File: src/hw/rtl/dipdet_pkg.sv
// ----------------------------------------------------------------------------
// dipdet_pkg
// Shared types, register indexes and reset values for the double-dip detector.
// ----------------------------------------------------------------------------
package dipdet_pkg;

	localparam int unsigned CFG_INDEX_W = 4;
	localparam int unsigned CFG_DATA_W  = 16;

	localparam logic [CFG_INDEX_W-1:0] REG_ENABLE    = 4'd0;
	localparam logic [CFG_INDEX_W-1:0] REG_LEVEL     = 4'd1;
	localparam logic [CFG_INDEX_W-1:0] REG_TOLERANCE = 4'd2;
	localparam logic [CFG_INDEX_W-1:0] REG_RISE      = 4'd3;
	localparam logic [CFG_INDEX_W-1:0] REG_DIP_MAX   = 4'd4;
	localparam logic [CFG_INDEX_W-1:0] REG_GAP_MIN   = 4'd5;
	localparam logic [CFG_INDEX_W-1:0] REG_GAP_MAX   = 4'd6;
	localparam logic [CFG_INDEX_W-1:0] REG_COOLDOWN  = 4'd7;

	localparam logic signed [15:0] RST_LEVEL     = 16'sd16393;
	localparam logic [14:0]        RST_TOLERANCE = 15'd3279;
	localparam logic [14:0]        RST_RISE      = 15'd4918;
	localparam logic [15:0]        RST_DIP_MAX   = 16'd300;
	localparam logic [15:0]        RST_GAP_MIN   = 16'd80;
	localparam logic [15:0]        RST_GAP_MAX   = 16'd500;
	localparam logic [15:0]        RST_COOLDOWN  = 16'd1000;

	localparam logic [2:0] ST_IDLE  = 3'd0;
	localparam logic [2:0] ST_READY = 3'd1;
	localparam logic [2:0] ST_DIP1  = 3'd2;
	localparam logic [2:0] ST_GAP   = 3'd3;
	localparam logic [2:0] ST_DIP2  = 3'd4;
	localparam logic [2:0] ST_COOL  = 3'd5;

	typedef enum logic [5:0] {
		PH_IDLE  = 6'b000001,
		PH_READY = 6'b000010,
		PH_DIP1  = 6'b000100,
		PH_GAP   = 6'b001000,
		PH_DIP2  = 6'b010000,
		PH_COOL  = 6'b100000
	} phase_t;

	typedef struct packed {
		logic               enable;
		logic signed [15:0] level;
		logic [14:0]        tolerance;
		logic [14:0]        rise;
		logic [15:0]        dip_max;
		logic [15:0]        gap_min;
		logic [15:0]        gap_max;
		logic [15:0]        cooldown;
	} cfg_t;

	typedef struct packed {
		logic       detected;
		logic [2:0] state;
		logic       face;
		logic       dip;
	} result_t;

	function automatic logic [2:0] state_code(input phase_t ph);
		logic [2:0] code;
		unique case (ph)
			PH_READY: code = ST_READY;
			PH_DIP1:  code = ST_DIP1;
			PH_GAP:   code = ST_GAP;
			PH_DIP2:  code = ST_DIP2;
			PH_COOL:  code = ST_COOL;
			default:  code = ST_IDLE;
		endcase
		return code;
	endfunction

endpackage

File: src/hw/rtl/double_dip_gesture_detector.sv
// ----------------------------------------------------------------------------
// double_dip_gesture_detector
// Face-down double-dip gesture detector on raw accelerometer Z samples.
// ----------------------------------------------------------------------------
// One sample enters per clock while in_stall is low; each sample yields
// exactly one result: the sample is held in the input register and its
// result in the result register, with the phase machine stepping as the
// sample leaves the input register. The sustained rate is one sample per
// cycle, limited only by downstream stall. Configuration is taken every
// cycle (cfg_ready is tied high) and must only be written while no sample is in flight.
// ----------------------------------------------------------------------------
module double_dip_gesture_detector (
	input  logic                                 clk,
	input  logic                                 arst_n,
	input  logic                                 cfg_valid,
	output logic                                 cfg_ready,
	input  logic [dipdet_pkg::CFG_INDEX_W-1:0]   cfg_index,
	input  logic [dipdet_pkg::CFG_DATA_W-1:0]    cfg_data,
	input  logic                                 in_valid,
	output logic                                 in_stall,
	input  logic signed [15:0]                   z_sample,
	input  logic [31:0]                          timestamp,
	output logic                                 out_valid,
	input  logic                                 out_stall,
	output logic                                 detected,
	output logic [2:0]                           gesture_state,
	output logic                                 is_face_down,
	output logic                                 is_dip
);
	import dipdet_pkg::*;

	cfg_t               cfg;
	logic               disable_wr;
	result_t            res;
	result_t            res_s2;
	logic               valid_s1;
	logic               valid_s2;
	logic signed [15:0] z_s1;
	logic [31:0]        ts_s1;
	logic               adv_s2;
	logic               step;

	assign adv_s2   = !valid_s2 || !out_stall;
	assign step     = valid_s1 && adv_s2;
	assign in_stall = valid_s1 && !adv_s2;

	dipdet_cfg_regs u_cfg (
		.clk        (clk),
		.arst_n     (arst_n),
		.cfg_valid  (cfg_valid),
		.cfg_ready  (cfg_ready),
		.cfg_index  (cfg_index),
		.cfg_data   (cfg_data),
		.cfg        (cfg),
		.disable_wr (disable_wr)
	);

	dipdet_fsm u_fsm (
		.clk        (clk),
		.arst_n     (arst_n),
		.cfg        (cfg),
		.disable_wr (disable_wr),
		.step       (step),
		.z_sample   (z_s1),
		.timestamp  (ts_s1),
		.res        (res)
	);

	// input register
	always_ff @(posedge clk or negedge arst_n) begin
		if (!arst_n) begin
			valid_s1 <= 1'b0;
		end else if (!in_stall) begin
			valid_s1 <= in_valid;
		end
	end

	always_ff @(posedge clk) begin
		if (in_valid && !in_stall) begin
			z_s1  <= z_sample;
			ts_s1 <= timestamp;
		end
	end

	// result register
	always_ff @(posedge clk or negedge arst_n) begin
		if (!arst_n) begin
			valid_s2 <= 1'b0;
		end else if (adv_s2) begin
			valid_s2 <= valid_s1;
		end
	end

	always_ff @(posedge clk) begin
		if (step) begin
			res_s2 <= res;
		end
	end

	assign out_valid     = valid_s2;
	assign detected      = res_s2.detected;
	assign gesture_state = res_s2.state;
	assign is_face_down  = res_s2.face;
	assign is_dip        = res_s2.dip;

	a_stall_cause: assert property (@(posedge clk) disable iff (!arst_n)
		in_stall |-> out_valid && out_stall)
		else $error("input stalled without downstream backpressure");

	a_detect_state: assert property (@(posedge clk) disable iff (!arst_n)
		out_valid && detected |-> gesture_state == ST_COOL)
		else $error("detect pulse without cooldown state");

	a_step_fills: assert property (@(posedge clk) disable iff (!arst_n)
		step |=> valid_s2)
		else $error("stepped transaction lost before result register");

endmodule

File: src/hw/rtl/dipdet_cfg_regs.sv
// ----------------------------------------------------------------------------
// dipdet_cfg_regs
// Configuration register file; flags a write that turns the detector off.
// ----------------------------------------------------------------------------
module dipdet_cfg_regs (
	input  logic                                  clk,
	input  logic                                  arst_n,
	input  logic                                  cfg_valid,
	output logic                                  cfg_ready,
	input  logic [dipdet_pkg::CFG_INDEX_W-1:0]    cfg_index,
	input  logic [dipdet_pkg::CFG_DATA_W-1:0]     cfg_data,
	output dipdet_pkg::cfg_t                      cfg,
	output logic                                  disable_wr
);
	import dipdet_pkg::*;

	cfg_t cfg_q;
	logic wr;

	assign cfg_ready  = 1'b1;
	assign wr         = cfg_valid && cfg_ready;
	assign disable_wr = wr && (cfg_index == REG_ENABLE) && !cfg_data[0];
	assign cfg        = cfg_q;

	always_ff @(posedge clk or negedge arst_n) begin
		if (!arst_n) begin
			cfg_q.enable    <= 1'b0;
			cfg_q.level     <= RST_LEVEL;
			cfg_q.tolerance <= RST_TOLERANCE;
			cfg_q.rise      <= RST_RISE;
			cfg_q.dip_max   <= RST_DIP_MAX;
			cfg_q.gap_min   <= RST_GAP_MIN;
			cfg_q.gap_max   <= RST_GAP_MAX;
			cfg_q.cooldown  <= RST_COOLDOWN;
		end else if (wr) begin
			unique case (cfg_index)
				REG_ENABLE:    cfg_q.enable    <= cfg_data[0];
				REG_LEVEL:     cfg_q.level     <= signed'(cfg_data);
				REG_TOLERANCE: cfg_q.tolerance <= cfg_data[14:0];
				REG_RISE:      cfg_q.rise      <= cfg_data[14:0];
				REG_DIP_MAX:   cfg_q.dip_max   <= cfg_data;
				REG_GAP_MIN:   cfg_q.gap_min   <= cfg_data;
				REG_GAP_MAX:   cfg_q.gap_max   <= cfg_data;
				REG_COOLDOWN:  cfg_q.cooldown  <= cfg_data;
				default: ;
			endcase
		end
	end

endmodule

File: src/hw/rtl/dipdet_fsm.sv
// ----------------------------------------------------------------------------
// dipdet_fsm
// Threshold compares, elapsed-tick timing and the six-phase gesture machine.
// ----------------------------------------------------------------------------
module dipdet_fsm (
	input  logic                 clk,
	input  logic                 arst_n,
	input  dipdet_pkg::cfg_t     cfg,
	input  logic                 disable_wr,
	input  logic                 step,
	input  logic signed [15:0]   z_sample,
	input  logic [31:0]          timestamp,
	output dipdet_pkg::result_t  res
);
	import dipdet_pkg::*;

	phase_t             phase_q;
	phase_t             phase_d;
	phase_t             rest;
	logic [31:0]        mark_q;
	logic               mark_ld;
	logic               det;
	logic signed [16:0] diff;
	logic [16:0]        mag;
	logic signed [17:0] dip_thr;
	logic               face;
	logic               dip;
	logic [31:0]        elapsed;
	logic               dip_over;
	logic               gap_over;
	logic               gap_ok;
	logic               cool_over;

	assign diff    = 17'(z_sample) - 17'(cfg.level);
	assign mag     = diff[16] ? 17'(-diff) : 17'(diff);
	assign face    = mag < {2'b00, cfg.tolerance};
	assign dip_thr = 18'(cfg.level) + signed'({3'b000, cfg.rise});
	assign dip     = 18'(z_sample) > dip_thr;
	assign elapsed = timestamp - mark_q;

	assign dip_over  = elapsed > {16'h0000, cfg.dip_max};
	assign gap_over  = elapsed > {16'h0000, cfg.gap_max};
	assign gap_ok    = elapsed >= {16'h0000, cfg.gap_min};
	assign cool_over = elapsed > {16'h0000, cfg.cooldown};
	assign rest      = face ? PH_READY : PH_IDLE;

	always_comb begin
		phase_d = phase_q;
		mark_ld = 1'b0;
		det     = 1'b0;
		if (!cfg.enable) begin
			phase_d = PH_IDLE;
		end else begin
			unique case (phase_q)
				PH_READY: begin
					if (dip) begin
						phase_d = PH_DIP1;
						mark_ld = 1'b1;
					end else if (!face) begin
						phase_d = PH_IDLE;
					end
				end
				PH_DIP1: begin
					if (dip_over) begin
						phase_d = rest;
					end else if (!dip) begin
						phase_d = PH_GAP;
						mark_ld = 1'b1;
					end
				end
				PH_GAP: begin
					if (gap_over) begin
						phase_d = rest;
					end else if (dip && gap_ok) begin
						phase_d = PH_DIP2;
						mark_ld = 1'b1;
					end
				end
				PH_DIP2: begin
					if (dip_over) begin
						phase_d = rest;
					end else if (!dip) begin
						phase_d = PH_COOL;
						mark_ld = 1'b1;
						det     = 1'b1;
					end
				end
				PH_COOL: begin
					if (cool_over) begin
						phase_d = rest;
					end
				end
				default: begin
					phase_d = rest;
				end
			endcase
		end
	end

	assign res.detected = det;
	assign res.state    = state_code(phase_d);
	assign res.face     = face;
	assign res.dip      = dip;

	always_ff @(posedge clk or negedge arst_n) begin
		if (!arst_n) begin
			phase_q <= PH_IDLE;
			mark_q  <= '0;
		end else if (disable_wr) begin
			phase_q <= PH_IDLE;
		end else if (step) begin
			phase_q <= phase_d;
			if (mark_ld) begin
				mark_q <= timestamp;
			end
		end
	end

	a_phase_onehot: assert property (@(posedge clk) disable iff (!arst_n)
		$onehot(phase_q))
		else $error("phase register not one-hot");

	a_disabled_idle: assert property (@(posedge clk) disable iff (!arst_n)
		!cfg.enable |-> phase_q == PH_IDLE)
		else $error("detector disabled but phase not idle");

	a_detect_cool: assert property (@(posedge clk) disable iff (!arst_n)
		step && det && !disable_wr |=> phase_q == PH_COOL && mark_q == $past(timestamp))
		else $error("detection did not start cooldown");

endmodule

File: config.mk
export PLATFORM = sky130hd
export DESIGN_NAME = double_dip_gesture_detector
export DESIGN_NICKNAME = d
export VERILOG_FILES = /design/src/hw/rtl/dipdet_pkg.sv /design/src/hw/rtl/double_dip_gesture_detector.sv /design/src/hw/rtl/dipdet_cfg_regs.sv /design/src/hw/rtl/dipdet_fsm.sv
export SDC_FILE = /design/constraint.sdc
export NUM_CORES = 1
export LEC_CHECK = 0
export BUFFER_PORTS_ARGS = -buffer_cell sky130_fd_sc_hd__buf_2
export CAP_MARGIN = 20
export CORE_ASPECT_RATIO = 0.7
export CORE_UTILIZATION = 55
export CTS_CLUSTER_SIZE = 10
export DETAILED_ROUTE_END_ITERATION = 7
export PLACE_DENSITY_LB_ADDON = 0.08
export RECOVER_POWER = 50
export SLEW_MARGIN = 5
export SYNTH_ARGS = -nofsm -noshare
export SYNTH_HDL_FRONTEND = slang
export SYNTH_SLANG_ARGS = --single-unit
File: constraint.sdc
create_clock -name clk -period 5.7 [get_ports clk]
set_clock_uncertainty 0.05 [all_clocks]
set_input_delay 0.285 -clock clk [delete_from_list [all_inputs] [get_ports clk]]
set_output_delay 0.285 -clock clk [all_outputs]
set_load 0.02 [all_outputs]
Word-level counts from Yosys, hierarchy flattened
Index checks and enable logic that the tools add are counted.

Add/sub/neg operators: 4. Order comparisons: 6. Eq/ne operators: 17. Mux-type cells: 23. Bitwise gates (word level): 1. Reduce and logical (&&, ||, !) cells: 25.

Operators by type and width (count): $gt 32x16->1 (3); $mux 6 (12); $ge 32x16->1 (1); $sub 32x32->32 (1); $pmux 6 s5 (1); $reduce_and 2->1 (9); $add 16x16->17 (1); $gt 16x17->1 (1); $lt 17x15->1 (1); $mux 17 (1); $neg 17->17 (1); $sub 16x16->17 (1); $eq 4x3->1 const B (4); $pmux 3 s5 (1); $eq 6x2->1 const B (2); $eq 6x3->1 const B (2); $eq 6x4->1 const B (2); $eq 6x5->1 const B (2); $eq 6x6->1 const B (2); $eq 4x2->1 const B (2); $logic_and 1x1->1 (6); $mux 1 (6); $logic_not 1->1 (5); $eq 4x1->1 const B (1); 8 further kinds (8).

Register bits: 205. Output and inout port bits: 9. Logic and storage cells: 94.

Logic depth before layout (Yosys ltp)
Depth after elaboration: 10. Gate-level depth with buffers: 25.

Hierarchy
A second synthesis with hierarchy kept.

Cell total of the unflattened synthesis: 1419. Area total of the unflattened synthesis: 14487.6 sq um.

Modules (own cells, without submodules): dipdet_fsm (instances 1, cells an instance 1109, area each 8465.6 sq um, sequential area each 952.2 sq um); dipdet_cfg_regs (instances 1, cells an instance 248, area each 4307.9 sq um, sequential area each 2822.7 sq um); double_dip_gesture_detector (instances 1, cells an instance 62, area each 1714.1 sq um, sequential area each 1671.6 sq um).

Worst setup path before layout
OpenSTA, ideal clock, no wires.

Path type: reg2reg. Start: register u_cfg.cfg_q, in the netlist u_cfg.cfg[65]. End: register u_fsm.mark_q[10]. Library setup time: 0.125 ns. Arrival: 4.950 ns. Required time: 5.525 ns. Path slack: 0.575 ns. Cell stages (with the launch flop): 25. Clock period less this slack: 5.125 ns. Cell sequence: dfstp_2 ha_1 a21o_1 a21oi_1 o21bai_1 a21oi_1 nor2b_1 o21a_1 o31a_1 or4_1 o311ai_0 o2111ai_1 a21oi_1 xnor2_1 ha_1 nand4_1 nor4_1 nand3b_1 o21ai_1 o21ai_0 a21o_1 nor2_2 o311a_4 buf_12 mux2_4.

RTL lines: from (decl) (line dipdet_cfg_regs.sv:17) `cfg_t cfg_q;`; to (signal assigned) (line dipdet_fsm.sv:114) `mark_q <= timestamp;`; to (decl) (line dipdet_fsm.sv:20) `logic [31:0] mark_q;`.

==> flow_summary.ini <==
[cts]
clk_pin_slew_ns = 0.06
clk_latency_ns = 0.53
cts.sinks = 205
postCtsSetupRepairBufs = 0
cts_buffers = 24
clock_path_buffers = 3
root_buffer = clkbuf_16
h-tree-depth = 1
cts_tree = yes

[cells_and_area]
area_growth_pct = 14.92
final_cell_area_um2 = 15780
num_antenna_cells = 0
nets = 1715
final_util_pct = 65.62
final_layout_size_suffix_gt1_share_pct = 19.75

[routing]
via_per_inst = 5.755
wl_um = 33330
route.vias.total = 10460
drt_pass1_iterations = 8
drc = 0
drtIter0Drc = 603
antenna_left = 0
wl_per_cell_um = 18.34

[place]
gp_congestion = 0.8750
dpl_cell_area_um2 = 14510
dpl_worst_slack_ns = -0.0005635
post-dp-hpwl_um = 24230
port-buffer-count = 80

[critical_path]
end_kind = register
worst_path_dominant_cell_family = compound AO/OA/AOI/OAI gates
crit_top_cell = a21oi_1
critPathBufInv = 0
cp_slowest_cell = dfstp_2
arrival_ns = 5.62
required_ns = 5.90
crit_fanout = 6
start_kind = register
cpPeakStageDelay_ns = 0.54
path_cells = ha_1 -> fa_2 -> nor2b_4 -> o31ai_2 -> a21oi_1 -> a21o_1 -> o41a_1 -> and2_1 -> o31a_1 -> nor2_1 -> xnor2_1 -> ha_1 -> a21oi_1 -> nand2_1 -> a21oi_1 -> o21ai_0 -> a31oi_1 -> o21ai_0 -> a221oi_2 -> o221a_4 -> and2_4 -> o221ai_2 -> nor4b_4
worstSetupPathType = register to register

[synthesis]
async_reset_ff_share_pct = 73.66
ys_ff_latch = 205
synth.most_common_cell = ha_1
synthFlopType = dfrtp_1
synth_area_leaders = dfrtp_1 21%, ha_1 14%, edfxtp_1 12%, dfstp_2 7.1%, mux2_2 5.6%
syn_inst = 1335
yosysTopAreaCellShare_pct = 20.77
syn-num-nets = 1569
ys_top_cells_by_count = 158 x ha_1, 144 x inv_1, 114 x dfrtp_1
synth_edf_count = 54
avgSynthCellArea_um2 = 10.29
yosysSeqAreaShare_pct = 39.66
yosysTopAreaCell = dfrtp_1
ys_warn_count = 0
ys_types = 88
syn_area_um2 = 13730

[timing]
period_needed_ns = 5.413
slew_viol_final = 86
hold_viol = 0
finalCritPeriodShare_pct = 94.97
setup_tns_ns = 0
tightest_slew_ns = 4.272
timing.final.ws_setup_ns = 0.2868
maxSlewHeadroom_pct = -184.8
fmax_mhz = 184.7
setup_viol_count_final = 0

[grt]
grt-busiest-layer = met1
grtUsageTotal_pct = 26.47
met2_usage_pct = 37.46
grt_util_met1_pct = 42.20
gr-usage-met3_pct = 4.500
grt_pass1_vias = 9998
antenna_found_initial = 0
gr-total-overflow = 0
grt_pass1_wl_um = 53520
grt_max_degree = 86

[floorplanning]
dieArea_um2 = 25620
dieWidth_um = 190.9
num_io_pins = 82
start_util_pct = 57.10
rows = 47
core_area_um2 = 24050
die_height_um = 134.2

[power]
power_density_nw_per_um2 = 350.7
power_mw = 5.536
cellLeakagePower_nw = 6.960
ir_drop_v = 0.0002610

[job]
max_cap_viol_count = 1

[outcome]
violations = capacitance limit, slew limit
outcome = complete, but fails checks

[min_path]
min_path_type = input port to register
path summary, 6_finish.rpt:
kind | start | to | slack, ns | cells past startpoint
max in group asynchronous | arst_n | u_cfg.cfg[43] | 1.04 | 3
max | u_cfg.cfg[94] | gesture_state[1] | 0.29 | 23
min | cfg_data[8] | u_cfg.cfg[8] | 0.02 | 3
max reg2reg | u_cfg.cfg[94] | gesture_state[1] | 0.29 | 23
min in group asynchronous | arst_n | u_cfg.cfg[74] | 1.98 | 2
min reg2reg | valid_s1 | out_valid | 0.44 | 1
worst min-delay path, cell delays in order:
cell	delay (ns)
buf_2	0.16
nand2_1	0.07
o21ai_0	0.07
flip-flops by register name, summed over array words and instances, names as in the netlist:
| name | flops |
|---|---|
| u_cfg.cfg | 111 |
| ts_s1 | 32 |
| detected | 1 |
| gesture_state | 3 |
| z_s1 | 16 |
| u_fsm.phase_q | 6 |
| valid_s1 | 1 |
| is_dip | 1 |
| u_fsm.mark_q | 32 |
| out_valid | 1 |
| is_face_down | 1 |
routing by layer:
layer  up-vias  wire length [um]
li1       5110                 -
met1      5024             17500
met5         -                 0
met3        40              1936
met2       282             13430
met4         0               464
timing repair:
item                                    CTS  global route
endpoints found under the hold margin   126             0
hold buffers                             52             0
endpoints found under the setup margin   32            41
cloned                                    0             1
resized for setup                         1            18
pin swaps                                 0             5
stage by stage:
stage          hold slack, ns  cells
3_5_place_dp           0.3670   1720
2_1_floorplan        -0.06059   1335
3_3_place_gp           0.3649   1720
4_1_cts              0.003421   1816
6_report              0.01810   1817
5_1_grt               0.02193   1817
placed cells by master (no fill, tap or decap), drive strengths merged, types with 5 or more instances in the layout:
cell	instances
xor2	23
nor2b	16
o21bai	14
o31a	5
inv	144
nand2b	11
buf	87
nor3b	5
o211ai	5
nor3	21
a21o	39
nand4	28
mux2	98
dlygate4sd3	52
and3	7
o21a	18
edfxtp	54
ha	158
nand3b	8
dfstp	37
nor2	54
a31oi	6
o21ai	98
a2111oi	6
o31ai	14
xnor2	35
nand3	24
a21oi	77
and2	9
a211oi	9
dfrtp	114
or2	8
nand2	96
clkbuf	53
power breakdown:
part / switching [mW] / internal [mW]
clock network: 0.601 / 0.791
registers: 0.118 / 1.79
logic: 1.26 / 0.975
layout make-up:
type,count,area (um2)
fill,2012,8268
clock inverter,2,21.27
timing repair buffer,151,1086
sequential,205,5446
multi-input combinational,955,7624
inverter,144,540.5
clock buffer,42,668.1
tap,318,397.9
cells by family (layout without fill, tap and decap cells):
logic type / after synthesis / after routing / synth area share (%)
mux: 100 / 100 / 9.001
compound gates: 334 / 334 / 16.02
fa+ha+maj: 161 / 161 / 14.83
other cells: 1 / 1 / 0.02730
flops: 205 / 205 / 39.66
xor+xnor: 58 / 58 / 3.699
simple gates: 301 / 301 / 11.47
buf+inv: 175 / 339 / 5.293
(Power assumes the default switching activity.)
